### config.mk
export PLATFORM = sky130hd
export DESIGN_NAME = adaptive_tile_size_controller
export DESIGN_NICKNAME = d
export VERILOG_FILES = /design/src/sv/atsc_pkg.sv /design/src/sv/atsc_mul.sv /design/src/sv/adaptive_tile_size_controller.sv
export SDC_FILE = /design/constraint.sdc
export NUM_CORES = 2
export LEC_CHECK = 0
export ABC_AREA = 1
export BUFFER_PORTS_ARGS = -buffer_cell sky130_fd_sc_hd__buf_2
export CAP_MARGIN = 20
export CORE_MARGIN = 1
export CORE_UTILIZATION = 30
export CTS_CLUSTER_SIZE = 40
export DETAILED_ROUTE_END_ITERATION = 10
export GPL_TIMING_DRIVEN = 0
export SLEW_MARGIN = 20
export SYNTH_ARGS = -nofsm -noshare
export SYNTH_HDL_FRONTEND = slang
export SYNTH_HIERARCHICAL = 1
export SYNTH_SLANG_ARGS = --single-unit
### constraint.sdc
create_clock -name clk -period 13 [get_ports clk]
set_input_delay 2.6 -clock clk [delete_from_list [all_inputs] [get_ports clk]]
set_output_delay 2.6 -clock clk [all_outputs]
set_load 0.05 [all_outputs]
### src/sv/atsc_pkg.sv
// Shared types and constants for the adaptive tile-size controller.
// Holds the transaction payload structs, op and decision codes, register indexes
// and the sequencer state type. Depends on nothing.
package atsc_pkg;

  // Tile sizes and Q1.15 ratios.
  typedef logic [8:0]  size_t;
  typedef logic [15:0] q15_t;
  typedef logic [23:0] load_t;

  // Operation codes of an input transaction.
  typedef logic [2:0] op_t;
  localparam op_t OP_STATS   = 3'd0;
  localparam op_t OP_REQUEST = 3'd1;
  localparam op_t OP_APPLIED = 3'd2;
  localparam op_t OP_ALLOC   = 3'd3;
  localparam op_t OP_RESTART = 3'd4;

  // Decision codes of a result transaction.
  typedef logic [1:0] dec_t;
  localparam dec_t DEC_HOLD     = 2'd0;
  localparam dec_t DEC_REDUCED  = 2'd1;
  localparam dec_t DEC_INCREASED = 2'd2;

  // Configuration register indexes.
  typedef logic [2:0] reg_idx_t;
  localparam reg_idx_t REG_ADAPT_ENABLE = 3'd0;
  localparam reg_idx_t REG_MIN_TILE     = 3'd1;
  localparam reg_idx_t REG_MAX_TILE     = 3'd2;
  localparam reg_idx_t REG_TILE_STEP    = 3'd3;
  localparam reg_idx_t REG_HOLDOFF      = 3'd4;
  localparam reg_idx_t REG_OCC_TARGETS  = 3'd5;
  localparam reg_idx_t REG_REDUCE_THR   = 3'd6;
  localparam reg_idx_t REG_SMOOTH_CAP   = 3'd7;

  localparam int CFG_DATA_W = 48;

  // Operand widths of the shared multiplier: a signed 25-bit difference or
  // capacity against a signed 17-bit smoothing factor or ratio.
  localparam int MUL_A_W = 25;
  localparam int MUL_B_W = 17;
  localparam int MUL_P_W = MUL_A_W + MUL_B_W;

  // Q1.15 constants.
  localparam logic [16:0] Q15_ONE   = 17'd32768;
  localparam int          Q15_FRAC  = 15;

  // Input transaction payload.
  typedef struct packed {
    op_t         op;
    size_t       requested_size;
    logic [13:0] view_width;
    logic [13:0] view_height;
    size_t       active_size;
    logic        size_changed;
    q15_t        occupancy;
    q15_t        dense_frac;
    q15_t        spill_frac;
    load_t       average_load;
    logic        tiles_present;
  } atsc_in_t;

  // Result transaction payload.
  typedef struct packed {
    size_t chosen_size;
    dec_t  decision;
    logic  metrics_ready;
  } atsc_out_t;

  // Sequencer states.
  typedef enum logic [2:0] {
    ST_IDLE,
    ST_DISPATCH,
    ST_STAT_MUL,
    ST_STAT_ACC,
    ST_DECIDE,
    ST_PUSH
  } state_t;

endpackage

### src/sv/atsc_mul.sv
// Shared signed multiplier of the adaptive tile-size controller.
// One registered product per cycle; depends on atsc_pkg for operand widths.
module atsc_mul (
  input  logic                                    clk,
  input  logic signed [atsc_pkg::MUL_A_W-1:0]     a,
  input  logic signed [atsc_pkg::MUL_B_W-1:0]     b,
  output logic signed [atsc_pkg::MUL_P_W-1:0]     prod_r
);

  logic signed [atsc_pkg::MUL_P_W-1:0] prod_nxt;

  // Full-width signed product.
  assign prod_nxt = atsc_pkg::MUL_P_W'(a) * atsc_pkg::MUL_P_W'(b);

  // The product is registered before anything uses it.
  always_ff @(posedge clk) begin
    prod_r <= prod_nxt;
  end

endmodule

### src/sv/adaptive_tile_size_controller.sv
// Adaptive tile-size controller top level: configuration registers, sequencer,
// moving averages and size decision. Depends on atsc_pkg and atsc_mul.
//
//   Channel  Direction  Handshake            Payload
//   in_      input      in_valid / in_stall  atsc_pkg::atsc_in_t
//   out_     output     out_valid/out_stall  atsc_pkg::atsc_out_t
//   cfg_     input      cfg_valid/cfg_ready  cfg_index, cfg_data
//
// A frame-statistics transaction passes dispatch, multiply and accumulate states
// for each of the four moving averages (which share one multiplier), then push.
// A size request passes dispatch, decide (one product of ratio and capacity),
// and push, other ops dispatch and push. in_stall drops the cycle after loading.
// A waiting result lets one more transaction in, which then holds in_stall high
// until the output register drains. Reset (rst_n low, synchronous) clears state.
module adaptive_tile_size_controller #(
  parameter int DEFAULT_SIZE = 16,
  parameter int SIZE_LIMIT   = 256
) (
  input  logic                              clk,
  input  logic                              rst_n,
  input  logic                              in_valid,
  output logic                              in_stall,
  input  atsc_pkg::atsc_in_t                in_data,
  output logic                              out_valid,
  input  logic                              out_stall,
  output atsc_pkg::atsc_out_t               out_data,
  input  logic                              cfg_valid,
  output logic                              cfg_ready,
  input  atsc_pkg::reg_idx_t                cfg_index,
  input  logic [atsc_pkg::CFG_DATA_W-1:0]   cfg_data
);

  // Sizes live in 9 bits, so a limit above that range never bites.
  localparam int                  LIM_CLIP = (SIZE_LIMIT > 511) ? 511 : SIZE_LIMIT;
  localparam atsc_pkg::size_t     LIMIT_SZ = 9'(LIM_CLIP);
  localparam atsc_pkg::size_t     DEF_SZ   = 9'(DEFAULT_SIZE);

  // Configuration registers.
  logic              adapt_enable_r;
  atsc_pkg::size_t   min_tile_r, max_tile_r, tile_step_r;
  logic [15:0]       holdoff_r;
  logic [31:0]       occ_targets_r;
  logic [47:0]       reduce_thr_r;
  logic [39:0]       smooth_cap_r;

  // Controller state.
  atsc_pkg::q15_t    avg_occ_r, avg_occ_nxt;
  atsc_pkg::q15_t    avg_dense_r, avg_dense_nxt;
  atsc_pkg::q15_t    avg_ovf_r, avg_ovf_nxt;
  atsc_pkg::load_t   avg_load_r, avg_load_nxt;
  logic [31:0]       fsc_r, fsc_nxt;
  logic              mv_r, mv_nxt;
  atsc_pkg::size_t   last_size_r, last_size_nxt;

  // Sequencer and work registers.
  atsc_pkg::state_t    state_r, state_nxt;
  atsc_pkg::atsc_in_t  in_r;
  logic [1:0]          idx_r, idx_nxt;
  atsc_pkg::size_t     req_size_r, req_size_nxt;
  atsc_pkg::size_t     cur_r, cur_nxt;
  logic                skip_r, skip_nxt;
  atsc_pkg::atsc_out_t res_r, res_nxt;
  atsc_pkg::atsc_out_t out_r;
  logic                out_valid_r, out_valid_nxt;
  logic                out_load;

  // Shared multiplier.
  logic signed [atsc_pkg::MUL_A_W-1:0] mul_a;
  logic signed [atsc_pkg::MUL_B_W-1:0] mul_b;
  logic signed [atsc_pkg::MUL_P_W-1:0] prod_r;

  // Effective configuration values.
  atsc_pkg::size_t   eff_min, eff_max, eff_step, min_lo;
  logic [15:0]       eff_hold;
  logic [16:0]       smooth_s;
  logic              smooth_zero;
  atsc_pkg::load_t   cap;
  atsc_pkg::q15_t    tgt, hys, thr_ovf, thr_dense, thr_avg;

  // Request cleaning.
  atsc_pkg::size_t   r_base, r_view, r_clamp, cur_base, cur_clamp;
  logic [13:0]       view_min, view_lim;

  // Smoothing datapath.
  atsc_pkg::load_t   raw_sel, avg_sel, smooth_val;
  logic signed [atsc_pkg::MUL_P_W-1:0] rounded, shifted, blended;

  // Decision datapath.
  logic [16:0]       occ_lower, occ_upper, hys_sum;
  logic              reduce, increase;
  logic [38:0]       load_scaled;
  logic [9:0]        up_sum;
  atsc_pkg::size_t   up_size, down_size, stepped_size;

  assign cfg_ready = 1'b1;
  assign in_stall  = (state_r != atsc_pkg::ST_IDLE);
  assign out_valid = out_valid_r;
  assign out_data  = out_r;

  // Effective bounds, step, hold-off and unpacked register fields.
  always_comb begin
    min_lo      = (min_tile_r == '0) ? 9'd1 : min_tile_r;
    eff_min     = (min_lo > LIMIT_SZ) ? LIMIT_SZ : min_lo;
    eff_max     = (max_tile_r > eff_min) ? max_tile_r : eff_min;
    eff_max     = (eff_max > LIMIT_SZ) ? LIMIT_SZ : eff_max;
    eff_step    = (tile_step_r == '0) ? 9'd1 : tile_step_r;
    eff_hold    = (holdoff_r == '0) ? 16'd1 : holdoff_r;
    tgt         = occ_targets_r[31:16];
    hys         = occ_targets_r[15:0];
    thr_ovf     = reduce_thr_r[47:32];
    thr_dense   = reduce_thr_r[31:16];
    thr_avg     = reduce_thr_r[15:0];
    smooth_s    = (smooth_cap_r[39:24] > atsc_pkg::Q15_ONE[15:0] &&
                   smooth_cap_r[39:24] != 16'h8000) ? atsc_pkg::Q15_ONE
                  : {1'b0, smooth_cap_r[39:24]};
    smooth_zero = (smooth_cap_r[39:24] == '0);
    cap         = (smooth_cap_r[23:0] == '0) ? 24'd1 : smooth_cap_r[23:0];
  end

  // Request cleaning: fallback, viewport limit and clamp to the bounds.
  always_comb begin
    if (in_r.requested_size != '0) begin
      r_base = in_r.requested_size;
    end else if (in_r.active_size != '0) begin
      r_base = in_r.active_size;
    end else begin
      r_base = DEF_SZ;
    end
    view_min = (in_r.view_width < in_r.view_height) ? in_r.view_width : in_r.view_height;
    view_lim = (view_min == '0) ? 14'd1 : view_min;
    r_view   = r_base;
    if (in_r.view_width != '0 && in_r.view_height != '0 && {5'b0, r_base} > view_lim) begin
      r_view = view_lim[8:0];
    end
    r_clamp   = (r_view < eff_min) ? eff_min : r_view;
    r_clamp   = (r_clamp > eff_max) ? eff_max : r_clamp;
    cur_base  = (in_r.active_size != '0) ? in_r.active_size : r_clamp;
    cur_clamp = (cur_base < eff_min) ? eff_min : cur_base;
    cur_clamp = (cur_clamp > eff_max) ? eff_max : cur_clamp;
  end

  // Metric selection and blend: avg + round((raw - avg) * S / 32768).
  always_comb begin
    unique case (idx_r)
      2'd0: begin
        raw_sel = {8'b0, in_r.occupancy};
        avg_sel = {8'b0, avg_occ_r};
      end
      2'd1: begin
        raw_sel = {8'b0, in_r.dense_frac};
        avg_sel = {8'b0, avg_dense_r};
      end
      2'd2: begin
        raw_sel = {8'b0, in_r.spill_frac};
        avg_sel = {8'b0, avg_ovf_r};
      end
      default: begin
        raw_sel = in_r.average_load;
        avg_sel = avg_load_r;
      end
    endcase
    rounded    = prod_r + atsc_pkg::MUL_P_W'(16384);
    shifted    = rounded >>> atsc_pkg::Q15_FRAC;
    blended    = shifted + $signed({{(atsc_pkg::MUL_P_W-24){1'b0}}, avg_sel});
    smooth_val = (!mv_r || smooth_zero) ? raw_sel : blended[23:0];
  end

  // Multiplier operands: metric difference by S, or capacity by average ratio.
  always_comb begin
    if (state_r == atsc_pkg::ST_STAT_MUL) begin
      mul_a = $signed({1'b0, raw_sel}) - $signed({1'b0, avg_sel});
      mul_b = $signed(smooth_s);
    end else begin
      mul_a = $signed({1'b0, cap});
      mul_b = $signed({1'b0, thr_avg});
    end
  end

  atsc_mul u_mul (
    .clk    (clk),
    .a      (mul_a),
    .b      (mul_b),
    .prod_r (prod_r)
  );

  // Reduce and increase tests and the stepped size.
  always_comb begin
    hys_sum     = {1'b0, tgt} + {1'b0, hys};
    occ_lower   = (tgt > hys) ? {1'b0, tgt - hys} : 17'd0;
    occ_upper   = (hys_sum > atsc_pkg::Q15_ONE) ? atsc_pkg::Q15_ONE : hys_sum;
    load_scaled = {avg_load_r, 15'b0};
    reduce      = (avg_ovf_r > thr_ovf) || (avg_dense_r > thr_dense) ||
                  ($signed({3'b0, load_scaled}) > prod_r);
    increase    = !reduce &&
                  (({1'b0, avg_occ_r} < occ_lower && {avg_ovf_r, 1'b0} < {1'b0, thr_ovf}) ||
                   ({1'b0, avg_occ_r} > occ_upper && {avg_dense_r, 1'b0} < {1'b0, thr_dense}));
    down_size   = ((cur_r - eff_min) > eff_step) ? (cur_r - eff_step) : eff_min;
    up_sum      = {1'b0, cur_r} + {1'b0, eff_step};
    up_size     = (up_sum > {1'b0, eff_max}) ? eff_max : up_sum[8:0];
    if (reduce && cur_r > eff_min) begin
      stepped_size = down_size;
    end else if (increase && cur_r < eff_max) begin
      stepped_size = up_size;
    end else begin
      stepped_size = cur_r;
    end
  end

  // Result register hand-off: load when the slot is empty or being drained.
  assign out_load = (state_r == atsc_pkg::ST_PUSH) && (!out_valid_r || !out_stall);

  always_comb begin
    out_valid_nxt = out_valid_r;
    if (out_load) begin
      out_valid_nxt = 1'b1;
    end else if (out_valid_r && !out_stall) begin
      out_valid_nxt = 1'b0;
    end
  end

  // Sequencer: next state and state updates.
  always_comb begin
    state_nxt     = state_r;
    idx_nxt       = idx_r;
    req_size_nxt  = req_size_r;
    cur_nxt       = cur_r;
    skip_nxt      = skip_r;
    res_nxt       = res_r;
    avg_occ_nxt   = avg_occ_r;
    avg_dense_nxt = avg_dense_r;
    avg_ovf_nxt   = avg_ovf_r;
    avg_load_nxt  = avg_load_r;
    fsc_nxt       = fsc_r;
    mv_nxt        = mv_r;
    last_size_nxt = last_size_r;

    unique case (state_r)
      atsc_pkg::ST_IDLE: begin
        if (in_valid) begin
          state_nxt = atsc_pkg::ST_DISPATCH;
        end
      end

      atsc_pkg::ST_DISPATCH: begin
        res_nxt.decision      = atsc_pkg::DEC_HOLD;
        res_nxt.chosen_size   = last_size_r;
        res_nxt.metrics_ready = mv_r;
        state_nxt             = atsc_pkg::ST_PUSH;
        unique case (in_r.op)
          atsc_pkg::OP_STATS: begin
            idx_nxt   = 2'd0;
            state_nxt = atsc_pkg::ST_STAT_MUL;
          end
          atsc_pkg::OP_REQUEST: begin
            req_size_nxt = r_clamp;
            cur_nxt      = cur_clamp;
            skip_nxt     = !adapt_enable_r || !mv_r || (fsc_r < {16'b0, eff_hold});
            state_nxt    = atsc_pkg::ST_DECIDE;
          end
          atsc_pkg::OP_APPLIED: begin
            last_size_nxt       = in_r.active_size;
            res_nxt.chosen_size = in_r.active_size;
            if (in_r.size_changed) begin
              fsc_nxt = '0;
            end
          end
          atsc_pkg::OP_ALLOC: begin
            last_size_nxt       = in_r.active_size;
            res_nxt.chosen_size = in_r.active_size;
            fsc_nxt             = {16'b0, eff_hold};
          end
          atsc_pkg::OP_RESTART: begin
            avg_occ_nxt           = '0;
            avg_dense_nxt         = '0;
            avg_ovf_nxt           = '0;
            avg_load_nxt          = '0;
            mv_nxt                = 1'b0;
            last_size_nxt         = in_r.active_size;
            res_nxt.chosen_size   = in_r.active_size;
            res_nxt.metrics_ready = 1'b0;
            fsc_nxt               = {16'b0, eff_hold};
          end
          default: begin
            // Unused op codes leave the state alone.
          end
        endcase
      end

      atsc_pkg::ST_STAT_MUL: begin
        state_nxt = atsc_pkg::ST_STAT_ACC;
      end

      atsc_pkg::ST_STAT_ACC: begin
        unique case (idx_r)
          2'd0:    avg_occ_nxt   = smooth_val[15:0];
          2'd1:    avg_dense_nxt = smooth_val[15:0];
          2'd2:    avg_ovf_nxt   = smooth_val[15:0];
          default: avg_load_nxt  = smooth_val;
        endcase
        if (idx_r == 2'd3) begin
          mv_nxt = in_r.tiles_present;
          if (in_r.tiles_present && fsc_r != '1) begin
            fsc_nxt = fsc_r + 32'd1;
          end
          res_nxt.metrics_ready = in_r.tiles_present;
          state_nxt             = atsc_pkg::ST_PUSH;
        end else begin
          idx_nxt   = idx_r + 2'd1;
          state_nxt = atsc_pkg::ST_STAT_MUL;
        end
      end

      atsc_pkg::ST_DECIDE: begin
        if (skip_r) begin
          res_nxt.chosen_size = req_size_r;
          res_nxt.decision    = atsc_pkg::DEC_HOLD;
        end else begin
          res_nxt.chosen_size = stepped_size;
          if (stepped_size < cur_r) begin
            res_nxt.decision = atsc_pkg::DEC_REDUCED;
          end else if (stepped_size > cur_r) begin
            res_nxt.decision = atsc_pkg::DEC_INCREASED;
          end else begin
            res_nxt.decision = atsc_pkg::DEC_HOLD;
          end
        end
        state_nxt = atsc_pkg::ST_PUSH;
      end

      atsc_pkg::ST_PUSH: begin
        if (out_load) begin
          state_nxt = atsc_pkg::ST_IDLE;
        end
      end

      default: begin
        state_nxt = atsc_pkg::ST_IDLE;
      end
    endcase
  end

  // Control and controller state registers.
  always_ff @(posedge clk) begin
    if (!rst_n) begin
      state_r     <= atsc_pkg::ST_IDLE;
      out_valid_r <= 1'b0;
      avg_occ_r   <= '0;
      avg_dense_r <= '0;
      avg_ovf_r   <= '0;
      avg_load_r  <= '0;
      fsc_r       <= '0;
      mv_r        <= 1'b0;
      last_size_r <= '0;
    end else begin
      state_r     <= state_nxt;
      out_valid_r <= out_valid_nxt;
      avg_occ_r   <= avg_occ_nxt;
      avg_dense_r <= avg_dense_nxt;
      avg_ovf_r   <= avg_ovf_nxt;
      avg_load_r  <= avg_load_nxt;
      fsc_r       <= fsc_nxt;
      mv_r        <= mv_nxt;
      last_size_r <= last_size_nxt;
    end
  end

  // Payload and work registers.
  always_ff @(posedge clk) begin
    if (state_r == atsc_pkg::ST_IDLE && in_valid) begin
      in_r <= in_data;
    end
    if (out_load) begin
      out_r <= res_r;
    end
    idx_r      <= idx_nxt;
    req_size_r <= req_size_nxt;
    cur_r      <= cur_nxt;
    skip_r     <= skip_nxt;
    res_r      <= res_nxt;
  end

  // Configuration registers.
  always_ff @(posedge clk) begin
    if (!rst_n) begin
      adapt_enable_r <= 1'b0;
      min_tile_r     <= 9'd8;
      max_tile_r     <= 9'd64;
      tile_step_r    <= 9'd8;
      holdoff_r      <= 16'd4;
      occ_targets_r  <= '0;
      reduce_thr_r   <= '0;
      smooth_cap_r   <= '0;
    end else if (cfg_valid && cfg_ready) begin
      unique case (cfg_index)
        atsc_pkg::REG_ADAPT_ENABLE: adapt_enable_r <= cfg_data[0];
        atsc_pkg::REG_MIN_TILE:     min_tile_r     <= cfg_data[8:0];
        atsc_pkg::REG_MAX_TILE:     max_tile_r     <= cfg_data[8:0];
        atsc_pkg::REG_TILE_STEP:    tile_step_r    <= cfg_data[8:0];
        atsc_pkg::REG_HOLDOFF:      holdoff_r      <= cfg_data[15:0];
        atsc_pkg::REG_OCC_TARGETS:  occ_targets_r  <= cfg_data[31:0];
        atsc_pkg::REG_REDUCE_THR:   reduce_thr_r   <= cfg_data[47:0];
        atsc_pkg::REG_SMOOTH_CAP:   smooth_cap_r   <= cfg_data[39:0];
      endcase
    end
  end

endmodule

[Word-level counts from Yosys, hierarchy flattened]
Cells that the tools add are included.
Storage, ports and cells
  flip-flop bits (word level): 492
  latch bits: 0
  memory bits (writable): 0
  memory bits (read-only): 0
  input bits: 179
  output and inout bits: 15
  word-level logic and storage cells: 234
  memories kept: 0
Operators by class
  $add $sub $neg: 10
  multipliers: 1
  divide/modulo/power cells: 0
  $lt $le $gt $ge: 26
  eq/ne operators: 34
  shifts and indexed selects: 0
  mux-type cells: 62
  bitwise operators: 0
  reductions and logical operators: 62
Operators by type and width (count)
  $mux 9: 18
  $pmux 24 s3: 2
  $mux 16: 8
  $pmux 32 s2: 2
  $mux 24: 4
  $mux 32: 3
  $pmux 16 s2: 3
  $gt 9x9->1: 6
  $gt 16x16->1: 3
  $pmux 24 s2: 1
  $gt 40x42->1: 1
  $mul 25x17->42: 1
  $add 39x16->39 const B: 1
  $lt 9x9->1: 4
  $lt 17x16->1: 2
  $add 32x1->32 const B: 1
  $logic_not 16->1: 2
  $lt 32x16->1: 1
  $ne 32x32->1 const B: 1
  $mux 14: 2
  $reduce_bool 14->1: 2
  $mux 25: 1
  $sub 24x24->25: 1
  $add 24x24->24: 1
  49 further kinds: 124

[Longest topological paths before layout]
  depth in word-level cells: 17
  gate-level depth with buffers: 70
  mapped depth without buffers: 65

[By module]
The synthesis kept the hierarchy.
By module, submodules not included
  adaptive_tile_size_controller: instances 1, cells each 3870, area an instance 29996.3 µm²
  atsc_mul: instances 1, cells each 2302, area an instance 17424.2 µm²

[Least setup slack after synthesis]
OpenSTA, ideal clock, no wires.
  path kind: reg-to-reg
  from: reg idx_r[0]
  to: reg u_mul/prod_r[38] (netlist name)
  library setup time: 113 ps
  arrival: 9214 ps
  required time: 12887 ps
  setup slack: 3673 ps
  cell stages (with the launch flop): 52
  period minus slack after synthesis: 9327 ps
  cells stage by stage: edfxtp_1 -> ha_1 -> clkbuf_1 -> inv_1 -> clkbuf_1 -> clkbuf_1 -> clkbuf_1 -> nand2_1 -> o22ai_1 -> inv_1 -> fa_1 -> inv_1 -> nand3_1 -> nand2_1 -> nand2_1 -> nand2_1 -> a21oi_1 -> nor2_1 -> [... 16 more ...] -> fa_1 -> inv_1 -> fa_1 -> inv_1 -> fa_1 -> fa_1 -> inv_1 -> fa_1 -> inv_1 -> ha_1 -> a21oi_1 -> nor2_1 -> nor2_1 -> nand2_1 -> a21oi_1 -> nand3_1 -> nand2_1 -> nand2_1
Between the ends
  word-level cells in the longest chain between the ends: 5
RTL lines
  start: declaration: line adaptive_tile_size_controller.sv:58  | logic [1:0] idx_r, idx_nxt;
  start signal: assignment: line adaptive_tile_size_controller.sv:375  | idx_r <= idx_nxt;
  $eq 2x2->1 (tied with other cells): line adaptive_tile_size_controller.sv:144  | unique case (idx_r)
  $pmux 24 s3: line adaptive_tile_size_controller.sv:144
  $sub 24x24->25 *: line adaptive_tile_size_controller.sv:171  | mul_a = $signed({1'b0, raw_sel}) - $signed({1'b0, avg_sel});
  $mux 25 *: line adaptive_tile_size_controller.sv:170  | if (state_r == atsc_pkg::ST_STAT_MUL) begin
  named net mul_a, one bit: line adaptive_tile_size_controller.sv:68  | logic signed [atsc_pkg::MUL_A_W-1:0] mul_a;
  $mul 25x17->42 *: line atsc_mul.sv:13  | assign prod_nxt = atsc_pkg::MUL_P_W'(a) * atsc_pkg::MUL_P_W'(b);
  named net u_mul.prod_nxt, one bit: line atsc_mul.sv:10  | logic signed [atsc_pkg::MUL_P_W-1:0] prod_nxt;
  end signal: assignment: line atsc_mul.sv:17  | prod_r <= prod_nxt;
  end: declaration: line atsc_mul.sv:7  | output logic signed [atsc_pkg::MUL_P_W-1:0] prod_r
Mark *: on every way through the listed nets, which the timed path passes. The rest lies on a longest branch.
A chain may end at the register's enable or synchronous reset.

[Worst setup path in the final report]
  from: reg idx_r[0]
  to: reg u_mul/prod_r[39] (netlist name)
Same word-level chain as after synthesis.

==> results.toml <==
[cells_and_area]
area_growth_pct = 12.0
final_layout_size_suffix_gt1_frac = 0.0789
final_design_area_no_fill_mm2 = 0.0531
final_cell_mix = "sky130_fd_sc_hd__nand2_1, sky130_fd_sc_hd__inv_1, sky130_fd_sc_hd__ha_1"
layout.nets = 7476
layout_commonest_cell = "sky130_fd_sc_hd__nand2_1"

[worst_setup_path]
critPathMostFrequentCell = "sky130_fd_sc_hd__inv_1"
criticalPathCategory = "reg -> reg"
worstPathBufferInverterCount = 15
peak_fanout_along_the_critical_path = 10
critPathArrivalTime_ns = 12.65
critical_path.endpoint_type = "register"
crit_path_start_kind = "register"
critical-path-top-delay-family = "adder cells"
critPathMaxStageDelay_ns = 0.63
critical_path_required_ns = 13.52
critical_path_cell_with_the_highest_stage_delay = "sky130_fd_sc_hd__fa_1"

[timing]
grt_setup_unrepaired = "no"
fin_worst_skew_ns = 0.0322
worst-slew-pin-transition_ns = 1.02
final_min_period_over_clock_period = 0.933
hold_viol = 0
slew_headroom = 0.312
max_freq_ghz = 0.0825
final_period_minus_worst_setup_slack_ns = 12.13
setup_tns_ns = 0
timing_max_transition_violations_final = 0
setup_viol = 0

[power_and_ir_drop]
cellPowerDensity_mw_per_mm2 = 164
power_leakage_nw = 26.5
worst_ir_drop_vdd_mv = 0.109

[run]
max-cap-violations = 0

[worst_hold_path]
hold_class = "reg -> reg"

[synthesis]
synth-adder-area-share = 0.296
postSynthRegisterBits = 492
synth_mux_area_frac = 0
post_synth_instance_area_mm2 = 0.0474
synth_simple_gate_area_frac = 0.193
synth_xor_xnor_area_share = 0.0190
synth_top_flop_cell = "sky130_fd_sc_hd__dfxtp_1"
synth_warnings = 6
complex_gate_fraction_of_the_synthesized_area = 0.133
synth_top_family_by_area = "adder cells"
synth_area_leader_cell = "sky130_fd_sc_hd__fa_1"
synth_enable_flop_cells = 168
seq_area_frac_synth = 0.243
count_of_distinct_cell_types_in_the_synthesized_netlist = 71
synth.top_cells.by_area = "sky130_fd_sc_hd__fa_1, sky130_fd_sc_hd__dfxtp_1, sky130_fd_sc_hd__ha_1, sky130_fd_sc_hd__edfxtp_1, sky130_fd_sc_hd__nand2_1"
syn-num-nets = 7219
syn_inst = 6172
synth_async_reset_ratio = 0
synth.avg_cell_area_um2 = 7.68
synth_top_area_share = 0.179

[global_routing]
grt_antenna_before_repair = 32
grt_pass1_wl_um = 246000
global_route_congestion_overflow_total = 0
grtUsageTotal = 0.203
grt_start_max_net_pins = 30
via_count_of_the_first_global_routing_pass = 41600

[detailed_routing]
initialDrtViolationCount = 3344
drt-vias-per-instance = 4.96
routed_wirelength_um = 164000
via_count = 42300
post_route_antenna_net_violation_count = 0
drt-pass1-iter-count = 7
avgRoutedWirePerCell_um = 19.3
drc = 0

[place]
port_buffers = 191
place_congestion = 0.965
placedInstanceArea_mm2 = 0.0511
place_hpwl_um = 135000

[cts]
cts.sinks = 492
ctsResizeCount = 0
clk-insertion-delay-late_ns = 0.65
clock-root-buffer = "sky130_fd_sc_hd__clkbuf_16"
post_cts.repair.setup_buffers = 0
cts_made_buffers = 55
max_clock_buf_depth = 3
cts_hold_buffers = 0
tritoncts = "built"
cts_clock_pin_slew_for_the_worst_setup_and_hold_paths_ns = 0.06
htreeDepth = 2

[die]
die_h_um = 400
die_width_um = 400
io_pins = 194
rows = 145
core_area_mm2 = 0.157
start_util = 0.303
die_area_mm2 = 0.160

[outcome]
outcome = "completed"
## power breakdown
| part | total (mW) | internal (mW) | switching [mW] |
|---|---|---|---|
| Clock | 1.70 | 1.00 | 0.701 |
| Sequential | 2.20 | 1.96 | 0.244 |
| Combinational | 4.81 | 1.57 | 3.24 |
| Total | 8.72 | 4.54 | 4.19 |
## stage by stage
step	util	instances	setup slack (ns)	power, mW	hold WS [ns]
after floorplan	-	6172	3.67	5.39	0.400
after global placement	0.325	8421	1.07	6.94	0.402
after detailed placement	0.326	8429	0.969	7.00	0.405
after CTS	0.339	8531	0.918	8.73	0.418
after global routing	0.339	8532	0.177	9.36	0.428
final	0.339	8537	0.872	8.72	0.417
## kinds of logic (layout without fill, tap and decap cells)
group / Yosys count / in the layout
xor gates and xnor gates: 103 / 103
DFF: 492 / 492
other: 2 / 7
and+or+nand+nor: 2142 / 2142
adders and majority gates: 868 / 868
buffers and inverters: 1452 / 1754
AOI/OAI and AO/OA: 1113 / 1113
## per-layer routing
layer  vias to the layer above  GRT usage  share of wire
li1                      20200          -              -
met1                     20300      0.252           0.40
met2                      1463      0.350           0.48
met3                       369     0.0312          0.069
met4                        22     0.0827          0.045
met5                         -          0        0.00085
## cell type report
class                      count  area [µm²]
fill                       16700      103000
multi-input combinational   4228       30400
sequential                   492       11500
inverter                    1213        4550
tap                         2058        2570
clock buffer                  74        1640
timing repair buffer         200        1100
buffer                       239         937
clock inverter                28         320
antenna                        5        12.5
## flip-flops by register name, indices dropped and copies added (netlist names), 12 cells and up
signal	count
holdoff_r	16
avg_ovf_r	16
avg_load_r	24
out_data	12
u_mul/prod_r	42
in_r	123
fsc_r	32
res_r	12
smooth_cap_r	40
avg_dense_r	16
reduce_thr_r	48
avg_occ_r	16
occ_targets_r	32
## cell usage after synthesis (4+ instances only)
library cell               count
sky130_fd_sc_hd__nand2_1    1259
sky130_fd_sc_hd__inv_1      1167
sky130_fd_sc_hd__ha_1        445
sky130_fd_sc_hd__a21oi_1     442
sky130_fd_sc_hd__fa_1        423
sky130_fd_sc_hd__nor2_1      380
sky130_fd_sc_hd__o21ai_0     357
sky130_fd_sc_hd__dfxtp_1     324
sky130_fd_sc_hd__clkbuf_1    225
sky130_fd_sc_hd__nand3_1     204
sky130_fd_sc_hd__edfxtp_1    168
sky130_fd_sc_hd__xor2_1       86
sky130_fd_sc_hd__nand4_1      63
sky130_fd_sc_hd__nand2_2      60
sky130_fd_sc_hd__o21ai_1      52
sky130_fd_sc_hd__nor3_1       50
sky130_fd_sc_hd__o22ai_1      43
sky130_fd_sc_hd__inv_2        42
sky130_fd_sc_hd__o21bai_1     34
sky130_fd_sc_hd__nor4_1       32
sky130_fd_sc_hd__a22o_1       31
sky130_fd_sc_hd__nor2_2       22
sky130_fd_sc_hd__o211ai_1     20
sky130_fd_sc_hd__a211oi_1     18
sky130_fd_sc_hd__o21ai_2      17
sky130_fd_sc_hd__or2_2        17
sky130_fd_sc_hd__xnor2_1      17
sky130_fd_sc_hd__o21a_1       14
sky130_fd_sc_hd__a21oi_2      11
sky130_fd_sc_hd__and2_1       11
sky130_fd_sc_hd__a221oi_1     10
sky130_fd_sc_hd__a21o_1        9
sky130_fd_sc_hd__a31oi_1       9
sky130_fd_sc_hd__nand3_2       9
sky130_fd_sc_hd__nor3_2        9
sky130_fd_sc_hd__o31ai_1       8
sky130_fd_sc_hd__buf_2         7
sky130_fd_sc_hd__nor2_4        7
sky130_fd_sc_hd__a22oi_1       5
sky130_fd_sc_hd__nand3b_1      5
sky130_fd_sc_hd__o221ai_1      5
sky130_fd_sc_hd__a21boi_1      4
sky130_fd_sc_hd__buf_1         4
sky130_fd_sc_hd__clkinv_1      4
sky130_fd_sc_hd__nand2_4       4
## path summary, 6_finish.rpt
kind	slack [ns]	startpoint	cells past startpoint	end
worst max-delay path	0.87	idx_r[0]$_SDFFCE_PN0P_	50	u_mul/prod_r[39]$_DFF_P_
worst min-delay path	0.42	res_r[3]$_DFFE_PP_	0	out_data[3]$_DFFE_PP_
worst max register to register	0.87	idx_r[0]$_SDFFCE_PN0P_	50	u_mul/prod_r[39]$_DFF_P_
worst min register to register	0.42	res_r[3]$_DFFE_PP_	0	out_data[3]$_DFFE_PP_
Power figures use the tool's default switching activity.
